File: src/hdl/kcl_pkg.sv
// ----------------------------------------------------------------------------
// kcl_pkg: shared types and codes for the keypad code lock
// Event codes, register indexes, field widths and the structs that pass
// configuration and results between the lock core and the top level.
// ----------------------------------------------------------------------------
package kcl_pkg;

  localparam int DigitW   = 4;
  localparam int TickW    = 16;
  localparam int EventW   = 3;
  localparam int CountW   = 2;
  localparam int CfgIdxW  = 3;
  localparam int CfgDataW = 16;
  localparam int InDataW  = 8;
  localparam int OutDataW = 8;

  // Event codes
  localparam logic [EventW-1:0] EV_NONE    = 3'd0;
  localparam logic [EventW-1:0] EV_DIGIT   = 3'd1;
  localparam logic [EventW-1:0] EV_UNLOCK  = 3'd2;
  localparam logic [EventW-1:0] EV_WRONG   = 3'd3;
  localparam logic [EventW-1:0] EV_RELOCK  = 3'd4;
  localparam logic [EventW-1:0] EV_IGNORED = 3'd5;

  // Request kinds
  localparam logic FUNC_TICK = 1'b0;
  localparam logic FUNC_KEY  = 1'b1;

  // Register indexes
  localparam logic [CfgIdxW-1:0] REG_SECRET_FIRST  = 3'd0;
  localparam logic [CfgIdxW-1:0] REG_SECRET_SECOND = 3'd1;
  localparam logic [CfgIdxW-1:0] REG_SECRET_THIRD  = 3'd2;
  localparam logic [CfgIdxW-1:0] REG_SECRET_FOURTH = 3'd3;
  localparam logic [CfgIdxW-1:0] REG_RELOCK_DELAY  = 3'd4;
  localparam logic [CfgIdxW-1:0] REG_LOCKOUT       = 3'd5;

  // Reset values of the registers
  localparam logic [DigitW-1:0] SECRET_FIRST_RST  = 4'd1;
  localparam logic [DigitW-1:0] SECRET_SECOND_RST = 4'd2;
  localparam logic [DigitW-1:0] SECRET_THIRD_RST  = 4'd3;
  localparam logic [DigitW-1:0] SECRET_FOURTH_RST = 4'd4;
  localparam logic [TickW-1:0]  RELOCK_DELAY_RST  = 16'd5000;
  localparam logic [TickW-1:0]  LOCKOUT_RST       = 16'd2000;

  localparam logic [DigitW-1:0] DIGIT_MIN = 4'd1;
  localparam logic [DigitW-1:0] DIGIT_MAX = 4'd9;
  localparam logic [CountW-1:0] LAST_SLOT = 2'd3;
  localparam logic [TickW-1:0]  TICK_MAX  = 16'hFFFF;

  typedef struct packed {
    logic [DigitW-1:0] secret_first;
    logic [DigitW-1:0] secret_second;
    logic [DigitW-1:0] secret_third;
    logic [DigitW-1:0] secret_fourth;
    logic [TickW-1:0]  relock_delay;
    logic [TickW-1:0]  lockout_ticks;
  } kcl_cfg_t;

  typedef struct packed {
    logic [CountW-1:0] digits_held;
    logic              led_level;
    logic              bolt_open;
    logic              is_locked;
    logic [EventW-1:0] event_code;
  } kcl_result_t;

endpackage

File: src/hdl/kcl_core.sv
// ----------------------------------------------------------------------------
// kcl_core: lock state and per-request update
// Holds the lock state, computes the result of the request presented and
// commits the new state when step is high.
// ----------------------------------------------------------------------------
module kcl_core (
  input  logic                          clk,
  input  logic                          rst,
  input  logic                          step,
  input  logic                          func,
  input  logic [kcl_pkg::DigitW-1:0]    key_digit,
  input  kcl_pkg::kcl_cfg_t             cfg,
  output kcl_pkg::kcl_result_t          result
);
  import kcl_pkg::*;

  logic              locked_flag;
  logic              locked_flag_next;
  logic [DigitW-1:0] entered_digits [3];
  logic [CountW-1:0] entry_count;
  logic [CountW-1:0] entry_count_next;
  logic [TickW-1:0]  since_entry;
  logic [TickW-1:0]  since_entry_next;
  logic [TickW-1:0]  lockout;
  logic [TickW-1:0]  lockout_next;
  logic              led_state;
  logic              led_state_next;
  logic              store_digit;
  logic [EventW-1:0] event_code;
  logic              digit_ok;
  logic              code_match;
  logic [TickW-1:0]  since_inc;

  assign digit_ok   = (key_digit >= DIGIT_MIN) && (key_digit <= DIGIT_MAX);
  assign code_match = (entered_digits[0] == cfg.secret_first)
                   && (entered_digits[1] == cfg.secret_second)
                   && (entered_digits[2] == cfg.secret_third)
                   && (key_digit == cfg.secret_fourth);
  assign since_inc  = (since_entry == TICK_MAX) ? since_entry : since_entry + 1'b1;

  // Work out the next state and the event for this request
  always_comb begin
    locked_flag_next = locked_flag;
    entry_count_next = entry_count;
    since_entry_next = since_entry;
    lockout_next     = lockout;
    led_state_next   = led_state;
    store_digit      = 1'b0;
    event_code       = EV_NONE;
    if (func == FUNC_TICK) begin
      lockout_next     = (lockout != '0) ? lockout - 1'b1 : lockout;
      since_entry_next = since_inc;
      if (!locked_flag && (since_inc >= cfg.relock_delay)) begin
        locked_flag_next = 1'b1;
        led_state_next   = ~led_state;
        event_code       = EV_RELOCK;
      end
    end else if ((lockout != '0) || !digit_ok) begin
      event_code = EV_IGNORED;
    end else if (entry_count != LAST_SLOT) begin
      store_digit      = 1'b1;
      entry_count_next = entry_count + 1'b1;
      event_code       = EV_DIGIT;
    end else begin
      if (code_match && locked_flag) begin
        locked_flag_next = 1'b0;
        led_state_next   = ~led_state;
        event_code       = EV_UNLOCK;
      end else begin
        lockout_next = cfg.lockout_ticks;
        event_code   = EV_WRONG;
      end
      entry_count_next = '0;
      since_entry_next = '0;
    end
  end

  assign result.event_code  = event_code;
  assign result.is_locked   = locked_flag_next;
  assign result.bolt_open   = ~locked_flag_next;
  assign result.led_level   = led_state_next;
  assign result.digits_held = entry_count_next;

  // Commit control state
  always_ff @(posedge clk) begin
    if (rst) begin
      locked_flag <= 1'b1;
      entry_count <= '0;
      since_entry <= '0;
      lockout     <= '0;
      led_state   <= 1'b1;
    end else if (step) begin
      locked_flag <= locked_flag_next;
      entry_count <= entry_count_next;
      since_entry <= since_entry_next;
      lockout     <= lockout_next;
      led_state   <= led_state_next;
    end
  end

  // Store an entered digit; slots are read only after being written
  always_ff @(posedge clk) begin
    if (step && store_digit) begin
      entered_digits[entry_count] <= key_digit;
    end
  end

endmodule

File: src/hdl/keypad_code_lock_controller_unit.sv
// ----------------------------------------------------------------------------
// keypad_code_lock_controller_unit: four-digit keypad code lock
// Takes key presses and millisecond ticks, returns one status result each.
// ----------------------------------------------------------------------------
// Each request (a tick, or a key press with its digit) yields exactly one
// result carrying the event and the lock status after that request. The
// block takes one request per clock cycle unless the output stalls; a
// request waits in the input register, is evaluated by the lock core and
// lands in the result register, which presents its result on m_tvalid
// until the output side takes it. Back-pressure on the output stalls the
// input register and then s_tready. Configuration registers are written
// through cfg_we/cfg_index/cfg_data and must only be changed while no
// request is in flight.
module keypad_code_lock_controller_unit (
  input  logic                            clk,
  input  logic                            rst,
  // Input stream
  input  logic                            s_tvalid,
  output logic                            s_tready,
  input  logic [kcl_pkg::InDataW-1:0]     s_tdata,   // [3:0] key_digit, [7:4] zero
  input  logic                            s_tuser,   // [0] func (0 tick, 1 key)
  // Result stream
  output logic                            m_tvalid,
  input  logic                            m_tready,
  output logic [kcl_pkg::OutDataW-1:0]    m_tdata,   // [2:0] event_code, [3] is_locked,
                                                     // [4] bolt_open, [5] led_level,
                                                     // [7:6] digits_held
  // Configuration write port
  input  logic                            cfg_we,
  input  logic [kcl_pkg::CfgIdxW-1:0]     cfg_index,
  input  logic [kcl_pkg::CfgDataW-1:0]    cfg_data
);
  import kcl_pkg::*;

  kcl_cfg_t          cfg;
  logic              in_valid;
  logic              in_func;
  logic [DigitW-1:0] in_digit;
  logic              out_free;
  logic              step;
  kcl_result_t       result;
  kcl_result_t       out_result;

  // Configuration registers
  always_ff @(posedge clk) begin
    if (rst) begin
      cfg.secret_first  <= SECRET_FIRST_RST;
      cfg.secret_second <= SECRET_SECOND_RST;
      cfg.secret_third  <= SECRET_THIRD_RST;
      cfg.secret_fourth <= SECRET_FOURTH_RST;
      cfg.relock_delay  <= RELOCK_DELAY_RST;
      cfg.lockout_ticks <= LOCKOUT_RST;
    end else if (cfg_we) begin
      unique case (cfg_index)
        REG_SECRET_FIRST:  cfg.secret_first  <= cfg_data[DigitW-1:0];
        REG_SECRET_SECOND: cfg.secret_second <= cfg_data[DigitW-1:0];
        REG_SECRET_THIRD:  cfg.secret_third  <= cfg_data[DigitW-1:0];
        REG_SECRET_FOURTH: cfg.secret_fourth <= cfg_data[DigitW-1:0];
        REG_RELOCK_DELAY:  cfg.relock_delay  <= cfg_data[TickW-1:0];
        REG_LOCKOUT:       cfg.lockout_ticks <= cfg_data[TickW-1:0];
        default: ;
      endcase
    end
  end

  // Pipeline handshake: result register frees when empty or being taken
  assign out_free = !m_tvalid || m_tready;
  assign step     = in_valid && out_free;
  assign s_tready = !in_valid || out_free;

  // Input register
  always_ff @(posedge clk) begin
    if (rst) begin
      in_valid <= 1'b0;
    end else if (s_tready) begin
      in_valid <= s_tvalid;
    end
  end

  always_ff @(posedge clk) begin
    if (s_tready && s_tvalid) begin
      in_func  <= s_tuser;
      in_digit <= s_tdata[DigitW-1:0];
    end
  end

  kcl_core u_core (
    .clk       (clk),
    .rst       (rst),
    .step      (step),
    .func      (in_func),
    .key_digit (in_digit),
    .cfg       (cfg),
    .result    (result)
  );

  // Result register
  always_ff @(posedge clk) begin
    if (rst) begin
      m_tvalid <= 1'b0;
    end else if (out_free) begin
      m_tvalid <= in_valid;
    end
  end

  always_ff @(posedge clk) begin
    if (step) begin
      out_result <= result;
    end
  end

  assign m_tdata = out_result;

endmodule

File: config.mk
export PLATFORM = sky130hd
export DESIGN_NAME = keypad_code_lock_controller_unit
export DESIGN_NICKNAME = d
export VERILOG_FILES = /design/src/hdl/kcl_pkg.sv /design/src/hdl/kcl_core.sv /design/src/hdl/keypad_code_lock_controller_unit.sv
export SDC_FILE = /design/constraint.sdc
export NUM_CORES = 1
export LEC_CHECK = 0
export BUFFER_PORTS_ARGS = -buffer_cell sky130_fd_sc_hd__buf_2
export CORE_ASPECT_RATIO = 1.25
export CORE_UTILIZATION = 65
export DETAILED_ROUTE_END_ITERATION = 8
export GPL_TIMING_DRIVEN = 0
export HOLD_SLACK_MARGIN = 0.02
export PLACE_DENSITY = 0.88
export SYNTH_ARGS = -nofsm -noshare
export SYNTH_HDL_FRONTEND = slang
export SYNTH_SLANG_ARGS = --single-unit
File: constraint.sdc
create_clock -name clk -period 8.73 [get_ports clk]
set_input_delay 0.873 -clock clk [delete_from_list [all_inputs] [get_ports clk]]
set_output_delay 0.873 -clock clk [all_outputs]
set_load 0.02 [all_outputs]
==> results, run 1 <==
- The relative slew slack is 39.6%.
- The completed layout was analyzed and its total power is 1.00 mW.
- For this run, design rule violations remaining after detail routing come to 0.
- Sorting the synthesized cells by how often they occur yields sky130_fd_sc_hd__nand2_1 (116), sky130_fd_sc_hd__dfxtp_1 (86), sky130_fd_sc_hd__a21oi_1 (61).
- STA classifies the critical path startpoint as a flop.
- Of all nets on the critical path, the largest fanout is 8.
- The multi-input combinational cells in the finished layout cover a total of 2790 um2.
- The power density over cell area is 167 nW/um2.
- The final number of hold-violating endpoints came to 0.
- The number of hold-repair buffers added at the cts stage is 0.
- The count of nets left with antenna violations after detail routing is 0.
- The routed layout has 4925 vias.
- The core region is 8190 um2.
- The maximum number of pins on one net before global-route repair is 21.
- After technology mapping, the gate count stands at 630.
- The synthesized design spends more area on one cell type than any other, namely sky130_fd_sc_hd__dfxtp_1.
- During synthesis, Yosys emitted a total of 0 warnings.
- The flip-flop cell with the highest count after synthesis is sky130_fd_sc_hd__dfxtp_1.
- After clock tree synthesis, the repair step resized 0 gates.
- The number of global-route vias before repair was 4811.
- The path class of the tightest hold or removal check is flop to flop.
- The placer's final routability congestion estimate is 0.900.
- The top-area cell type share of the netlist area is 31.4%.
- The proportion of layout cells with a drive suffix above 1 is 9.65%.
- The number of enable flip-flop cells after synthesis is 25.
- The share of async-settable or async-resettable flops after synthesis is 0%.
- The number of nets handed over by synthesis was 685.
- The actual transition at the worst max-transition pin is 0.905 ns.
- For this design the static power due to leakage is 2.34 nW.
- The area enclosed by the die boundary is 8800 um2.
- Counting instances, the worst hold path has a depth of 2.
- In this run the vertical extent of the chip is 105 um.
- The number of buffers inserted by post-CTS setup repair is 0.
- The first global-routing pass estimated 22.5 mm of wire.
- After the last flow step, the layout net total stands at 734.
- The HPWL after detailed placement is 10.0 mm.
- The number of H-tree levels is 3.
- The number of placement rows is 37.
- At the worst endpoint, the required time is 9.01 ns.
- The number of clock sinks is 111.
- The largest clock skew in the final design is 0.0119 ns.
- The number of buffers added on ports is 38.
- By area the synthesized netlist is led by sky130_fd_sc_hd__dfxtp_1 (31%), sky130_fd_sc_hd__edfxtp_1 (14%), sky130_fd_sc_hd__nand2_1 (7.9%), sky130_fd_sc_hd__a21oi_1 (5.6%), sky130_fd_sc_hd__ha_1 (5.0%).
- The total clock buffers created by CTS is 9.
- The global routing stage identified its most utilized layer as met2.
- Setup repair after global routing left no endpoint under its margin.
- For this configuration, the core starts out at a cell density of 66.9%.
- Counting I/O delays and the setup requirement, the final critical path takes 3.82 ns.
- The antenna diode count is 0.
- The clock passes through at most 2 buffers.
- The clock insertion delay at the later pin of the skew report is 0.39 ns.
- The average size of a mapped cell is 8.70 um2.
- TritonCTS built the clock tree.
- The number of unique standard cell types used by synthesis is 56.
- For the worst setup path, the data arrival time is 4.11 ns.
- Max-cap violations in this run came to 0.
- The iteration count of the initial detailed-routing pass is 5.
- The met3 layer usage reported by global route is 4.11%.
- The area overhead of the layout relative to synthesis is 9.59%.
- Dividing the final minimum period by the clock period gives 43.8%.
- STA classifies the critical path endpoint as a flop.
- The post-detailed-routing wire length is 13.8 mm.
- The initial antenna violation count is 0.
- After clock tree synthesis, the clock-pin slew on the worst setup and hold paths is 0.11 ns.
- Global routing consumed, on the met1 layer, 38.2% of the routing resources.
- For this run, the top clock speed supported by timing is 261 MHz.
- The most numerous cell in the Yosys netlist is sky130_fd_sc_hd__nand2_1.
- The sequential cell area is 2470 um2.
- The aggregate global routing overflow is 0.
- The met2 track utilization from global routing is 56.8%.
- The worst reg2reg path depth is 13.
- The flip-flop and latch count after synthesis is 111.
- The number of I/O pins is 43.
- The netlist area before placement is 5480 um2.
- Dividing the detail-routed wire length by the instance count gives 17.6 um.
- After routing, the total negative slack on setup checks comes to 0 ns.
- For this run, the total global-route usage over all layers was measured as 32.5%.
- IR analysis of the VDD net gives a maximum drop of 0.123 mV.
- Clock tree synthesis selected as its root buffer the cell sky130_fd_sc_hd__clkbuf_8.
- The run finished with clean final reports.
- Fill cells in the final layout number 571.
- Summing the sequential cell areas from Yosys gives 45.1% of the chip area.
- The count of pins over their slew limit came to 0.
- The number of vias per cell is 6.31.
- The critical path is of the flop to flop type.
- The final-report setup violation count is 0.
- The violation count after the first detailed-route iteration is 381.
- Measured along the x axis, the die boundary spans 84.1 um.
[per-layer routing]
layer | vias up | share of wire (%)
met2 | 257 | 50
met5 | - | 0
li1 | 2324 | -
met1 | 2296 | 39
met4 | 0 | 3.9
met3 | 48 | 6.8
[worst paths after layout]
check                   startpoint                to  slack (ns)
min                        cfg[21]           cfg[21]        0.46
max reg2reg  u_core.since_entry[3]  u_core.led_state        4.91
max          u_core.since_entry[3]  u_core.led_state        4.91
min reg2reg                cfg[21]           cfg[21]        0.46
[flip-flops by register name, indices dropped and copies added, names as in the netlist]
register and flops:
u_core.entry_count 2, u_core.since_entry 16, m_tdata 8, cfg 48, m_tvalid 1, in_digit 4, u_core.locked_flag 1, u_core.led_state 1
in_valid 1, u_core.lockout 16, in_func 1, u_core.entered_digits 12
[kinds of logic after synthesis]
kind of cell	count (synthesis)	synth area share, %
AOI/OAI and AO/OA	146	16.5
xor gates and xnor gates	28	4.47
adders and majority gates	22	5.02
buffers and inverters	54	3.95
DFF	111	45.1
muxes	19	3.49
and+or+nand+nor	250	21.4
[where the power goes]
| group | switching [mW] | internal, mW | leakage, nW | total, mW |
|---|---|---|---|---|
| clock network | 0.190 | 0.139 | 0.107 | 0.328 |
| registers | 0.0114 | 0.538 | 0.924 | 0.550 |
| logic | 0.0799 | 0.0453 | 1.31 | 0.125 |
| total | 0.281 | 0.722 | 2.34 | 1.00 |
[area by class of cell]
cell class	instances	share of cell area, %
sequential	111	41.2
clock inverter	7	1.50
timing repair buffer	38	3.17
clock buffer	9	2.06
buffer	28	1.98
inverter	26	1.62
multi-input combinational	465	46.5
tap	97	2.02
[stage by stage]
stage	setup slack [ns]	std cells	utilization, %	hold slack (ns)	area [um2]
floorplan	5.68	630	-	0.436	5480
global placement	5.14	765	70.7	0.444	5790
detailed placement	4.97	765	70.7	0.447	5790
CTS	4.98	781	73.3	0.463	6010
global route	4.63	781	73.3	0.480	6010
finish	4.91	781	73.3	0.463	6010
[cells in the final DEF (no fill, tap or decap), types with 4 or more instances in the layout]
| cell | count |
|---|---|
| sky130_fd_sc_hd__inv_1 | 25 |
| sky130_fd_sc_hd__nand3_1 | 16 |
| sky130_fd_sc_hd__or3_1 | 7 |
| sky130_fd_sc_hd__a22o_1 | 7 |
| sky130_fd_sc_hd__buf_2 | 40 |
| sky130_fd_sc_hd__nor4_1 | 7 |
| sky130_fd_sc_hd__o21ai_1 | 6 |
| sky130_fd_sc_hd__and4_1 | 4 |
| sky130_fd_sc_hd__nor2b_1 | 4 |
| sky130_fd_sc_hd__a31oi_1 | 11 |
| sky130_fd_sc_hd__o211ai_1 | 7 |
| sky130_fd_sc_hd__nor3_1 | 16 |
| sky130_fd_sc_hd__clkbuf_8 | 9 |
| sky130_fd_sc_hd__dfxtp_1 | 86 |
| sky130_fd_sc_hd__nand2_1 | 116 |
| sky130_fd_sc_hd__mux2i_1 | 18 |
| sky130_fd_sc_hd__a21oi_1 | 61 |
| sky130_fd_sc_hd__nand4_1 | 10 |
| sky130_fd_sc_hd__o21ai_0 | 28 |
| sky130_fd_sc_hd__and2_1 | 6 |
| sky130_fd_sc_hd__ha_1 | 22 |
| sky130_fd_sc_hd__edfxtp_1 | 25 |
| sky130_fd_sc_hd__xnor2_1 | 9 |
| sky130_fd_sc_hd__nor2_1 | 46 |
| sky130_fd_sc_hd__xor2_1 | 19 |
| sky130_fd_sc_hd__nand2b_1 | 6 |
| sky130_fd_sc_hd__clkbuf_1 | 21 |
[critical path: stages (launching register included)]
cell                       delay, ns
sky130_fd_sc_hd__dfxtp_1        0.33
sky130_fd_sc_hd__clkbuf_1       0.29
sky130_fd_sc_hd__and4_1         0.35
sky130_fd_sc_hd__nand4_1        0.22
sky130_fd_sc_hd__nor3_1         0.55
sky130_fd_sc_hd__nand4_1        0.19
sky130_fd_sc_hd__nor2b_1        0.19
sky130_fd_sc_hd__ha_1           0.31
sky130_fd_sc_hd__nand4_1        0.13
sky130_fd_sc_hd__nor3_1         0.29
sky130_fd_sc_hd__o211ai_1       0.20
sky130_fd_sc_hd__a311o_1        0.41
sky130_fd_sc_hd__o31a_1         0.13
sky130_fd_sc_hd__mux2i_1        0.12
Power figures use the tool's default switching activity.
==> run 2: changes to the inputs <==
CORE_UTILIZATION = 60   (was 65)
PLACE_DENSITY = 0.83   (was 0.88)
clock period = 3.9 ns   (was 8.73 ns; I/O delays follow)
==> run 2 against run 1 <==
Against the previous run: global-route usage fell by 3.2 points; largest cell class unchanged; clock skew rose by 0.00062 ns; sequential power rose by 120%; cell area rose by 0.17%; highest routed layer unchanged; largest power group unchanged; maximum frequency rose by 5.6%; combinational power rose by 120%; first-iteration DRC count rose by 3.4%.
==> results, run 2 (synthesis gave the netlist of run 1 again) <==
- The run finished with clean final reports.
- Setup violations remaining at the end of the flow were counted as 0.
- Dividing total power by cell area gives a power density of 364 nW/um2.
- In the final routed layout, each cell accounts on average for 16.4 um.
- Along the worst path, the maximum fanout reaches 8.
- In the finished design, the share of the clock period the worst path needs comes to 92.9%.
- The worst reg2reg path depth is 13.
- The internal power is 1.60 mW.
- After floorplanning, the core was divided into 38 placement rows.
- The timing endpoint of the critical path is m_tdata[4].
- The area of the core region is 8800 um2.
- The max-capacitance violation count is 0.
- The min-delay analysis places its worst path in the category primary input to flop.
- Entering global routing, the biggest net connects 18 pins.
- Summed over all nets, the half-perimeter wirelength after detailed placement is 9.86 mm.
- The final critical-path required period is 3.62 ns.
- Overall power consumption after layout is estimated at 2.19 mW.
- The summed negative setup slack over all endpoints is 0 ns.
- The CTS tree is built.
- The most frequent standard cell in the layout excluding fill and tap cells is sky130_fd_sc_hd__nand2_1.
- In the final design database the tool counted 734 nets.
- The congestion estimate from routability-driven global placement came to 0.881.
- The total clock buffers created by CTS is 9.
- The data arrival time at the worst-slack endpoint is 3.75 ns.
- The total via count in the routed design is 4787.
- The endpoint of the worst register-to-register path is m_tdata[4].
- In this run the tightest slew margin relative to its limit is 44.5%.
- The largest registers in the layout are cfg x48, u_core.lockout x16, u_core.since_entry x16.
- Dividing the detail-routed via count by the number of cells gives 5.95.
- The sequential power share is 56.2%.
- By startpoint and endpoint, the worst setup path is classified as flop to flop.
- The critical path goes through clkbuf_1 > and4_1 > nand4_1 > nor3_1 > nand4b_1 > nor2b_1 > ha_1 > nand4_1 > nor3_1 > o211ai_1 > nand3_1 > a21oi_1 > o21bai_1.
- The net switching power is 587 uW.
- The critical path starts at u_core.since_entry[3].
- The number of I/O pins is 43.
- The violation count after the first detailed-route iteration is 394.
- The floorplan die height is 109 um.
- On the final layout, the worst clock skew is 0.0125 ns.
- The fill cell total of the finished layout is 696.
- The number of global-route vias before repair came to 4490.
- The worst flop-to-flop path startpoint is u_core.since_entry[3].
- The count of nets left with antenna violations after detail routing is 0.
- The critical path required time is 4.03 ns.
- The residual DRC count is 0.
- The proportion of layout cells with a drive suffix above 1 is 9.50%.
- Combinational logic is responsible for 12.6% of the overall power.
- Setup slack on the worst reg-to-reg path comes out at 0.28 ns.
- The switching share of power is 26.8%.
- The type of element capturing the critical path is a flop.
- Setup repair after global routing left no endpoint under its margin.
- The master of the slowest instance on the critical path is sky130_fd_sc_hd__nor3_1.
- The number of clock sinks is 111.
- Clock-pin slew was measured on the worst setup and hold paths at 0.10 ns.
- The multi-input combinational cells in the finished layout cover a total of 2800 um2.
- The post-cts resize count is 0.
- The number of hold buffers added after CTS was 0.
- The clock tree buffer depth is 2.
- The count of pins over their slew limit was 0.
- The clock network accounts for 31.2% of the total power.
- The number of antenna diodes in the final layout is 0.
- The initial antenna violation count is 0.
- Summed over all layers, the routed wires come to 13.2 mm.
- In this design, the stage delay of the slowest critical-path cell is 0.42 ns.
- In the layout the commonest cells are sky130_fd_sc_hd__nand2_1 (116), sky130_fd_sc_hd__dfxtp_1 (86), sky130_fd_sc_hd__a21oi_1 (61).
- The sequential cell area is 2470 um2.
- The overall fraction of global-route tracks in use is 29.3%.
- The die boundary width is 87.5 um.
- The register containing the most flip-flops in the final layout is cfg.
- Buffers placed on the I/O ports in this run total 38.
- The area overhead of the layout relative to synthesis is 9.77%.
- In this run the post-CTS setup repair buffer count came out at 0.
- The worst setup path is launched from a flop.
- The clock insertion delay at the later pin of the skew report is 0.38 ns.
- For this configuration, the core starts out at a cell density of 62.3%.
- The flip-flop count of the largest register, all copies and words added is 48.
- The H-tree was split into 3 levels.
- The cell at the root of the clock tree is sky130_fd_sc_hd__clkbuf_8.
- At the pin with the least slew margin, the transition time is 0.831 ns.
- The die covers 9520 um2.
- The wire length of the first global-routing pass is 21.3 mm.
- The maximum clock frequency is 276 MHz.
- The final number of hold-violating endpoints is 0.
- The leakage dissipation is 2.32 nW.
- The iteration count of the initial detailed-routing pass is 5.
- The total overflow left after global routing is 0.
- The maximum ir drop on the vdd rail is 0.225 mV.
==> run 2: worst max-delay path, delay by kind of cell (launching register included) <==
| family | cells | cell delay (ns) |
|---|---|---|
| AND/OR/NAND/NOR | 8 | 1.95 |
| AO/OA/AOI/OAI | 3 | 0.49 |
| adder cells (fa/ha/maj) | 1 | 0.31 |
| flip-flops | 1 | 0.32 |
| buffers and inverters | 1 | 0.27 |
==> run 2: power by group through the flow <==
| stage | Clock (mW) | Sequential [mW] | Combinational (mW) |
|---|---|---|---|
| finish | 0.683 | 1.23 | 0.276 |
| global route | 0.730 | 1.23 | 0.305 |
| detailed placement | 0 | 1.26 | 0.269 |
| CTS | 0.689 | 1.23 | 0.271 |
| floorplan | 0 | 1.25 | 0.186 |
| global placement | 0 | 1.25 | 0.261 |
==> run 2: layer usage <==
| layer | vias to the layer above | global-route usage [%] | part of all wire, % |
|---|---|---|---|
| met4 | 0 | 14.3 | 3.2 |
| met5 | - | 0 | 0 |
| met3 | 40 | 5.45 | 5.7 |
| met1 | 2251 | 35.0 | 41 |
| li1 | 2319 | - | - |
| met2 | 177 | 50.3 | 50 |
==> run 2: final cells by class <==
type                            instances  share of cell area [%]
Buffer                                 28                    1.98
Clock inverter                          5                   0.978
Tap cell                              120                    2.50
Inverter                               26                    1.62
Sequential cell                       111                    41.1
Clock buffer                           11                    2.18
Timing Repair Buffer                   38                    3.16
Multi-Input combinational cell        465                    46.5
==> run 2: worst min-delay path by stage <==
stage / slack (ns) / from / to / depth (start not counted)
floorplan: 0.44 / cfg[17] / cfg[17] / 2
global placement: 0.45 / cfg[22] / cfg[22] / 2
detailed placement: 0.45 / cfg[20] / cfg[20] / 2
CTS: 0.16 / s_tdata[1] / in_digit[1] / 1
global route: 0.17 / s_tdata[0] / in_digit[0] / 1
finish: 0.18 / s_tdata[1] / in_digit[1] / 1
==> run 2: metrics by stage <==
step | instances | worst slack [ns] | utilization, % | instance area (um2) | hold WS, ns
after detailed placement | 788 | 0.187 | 66.2 | 5820 | 0.448
after floorplan | 630 | 0.854 | - | 5480 | 0.436
after global routing | 804 | 0.0490 | 68.4 | 6020 | 0.167
after global placement | 788 | 0.260 | 66.2 | 5820 | 0.446
final | 804 | 0.278 | 68.4 | 6020 | 0.182
after CTS | 804 | 0.144 | 68.3 | 6010 | 0.165
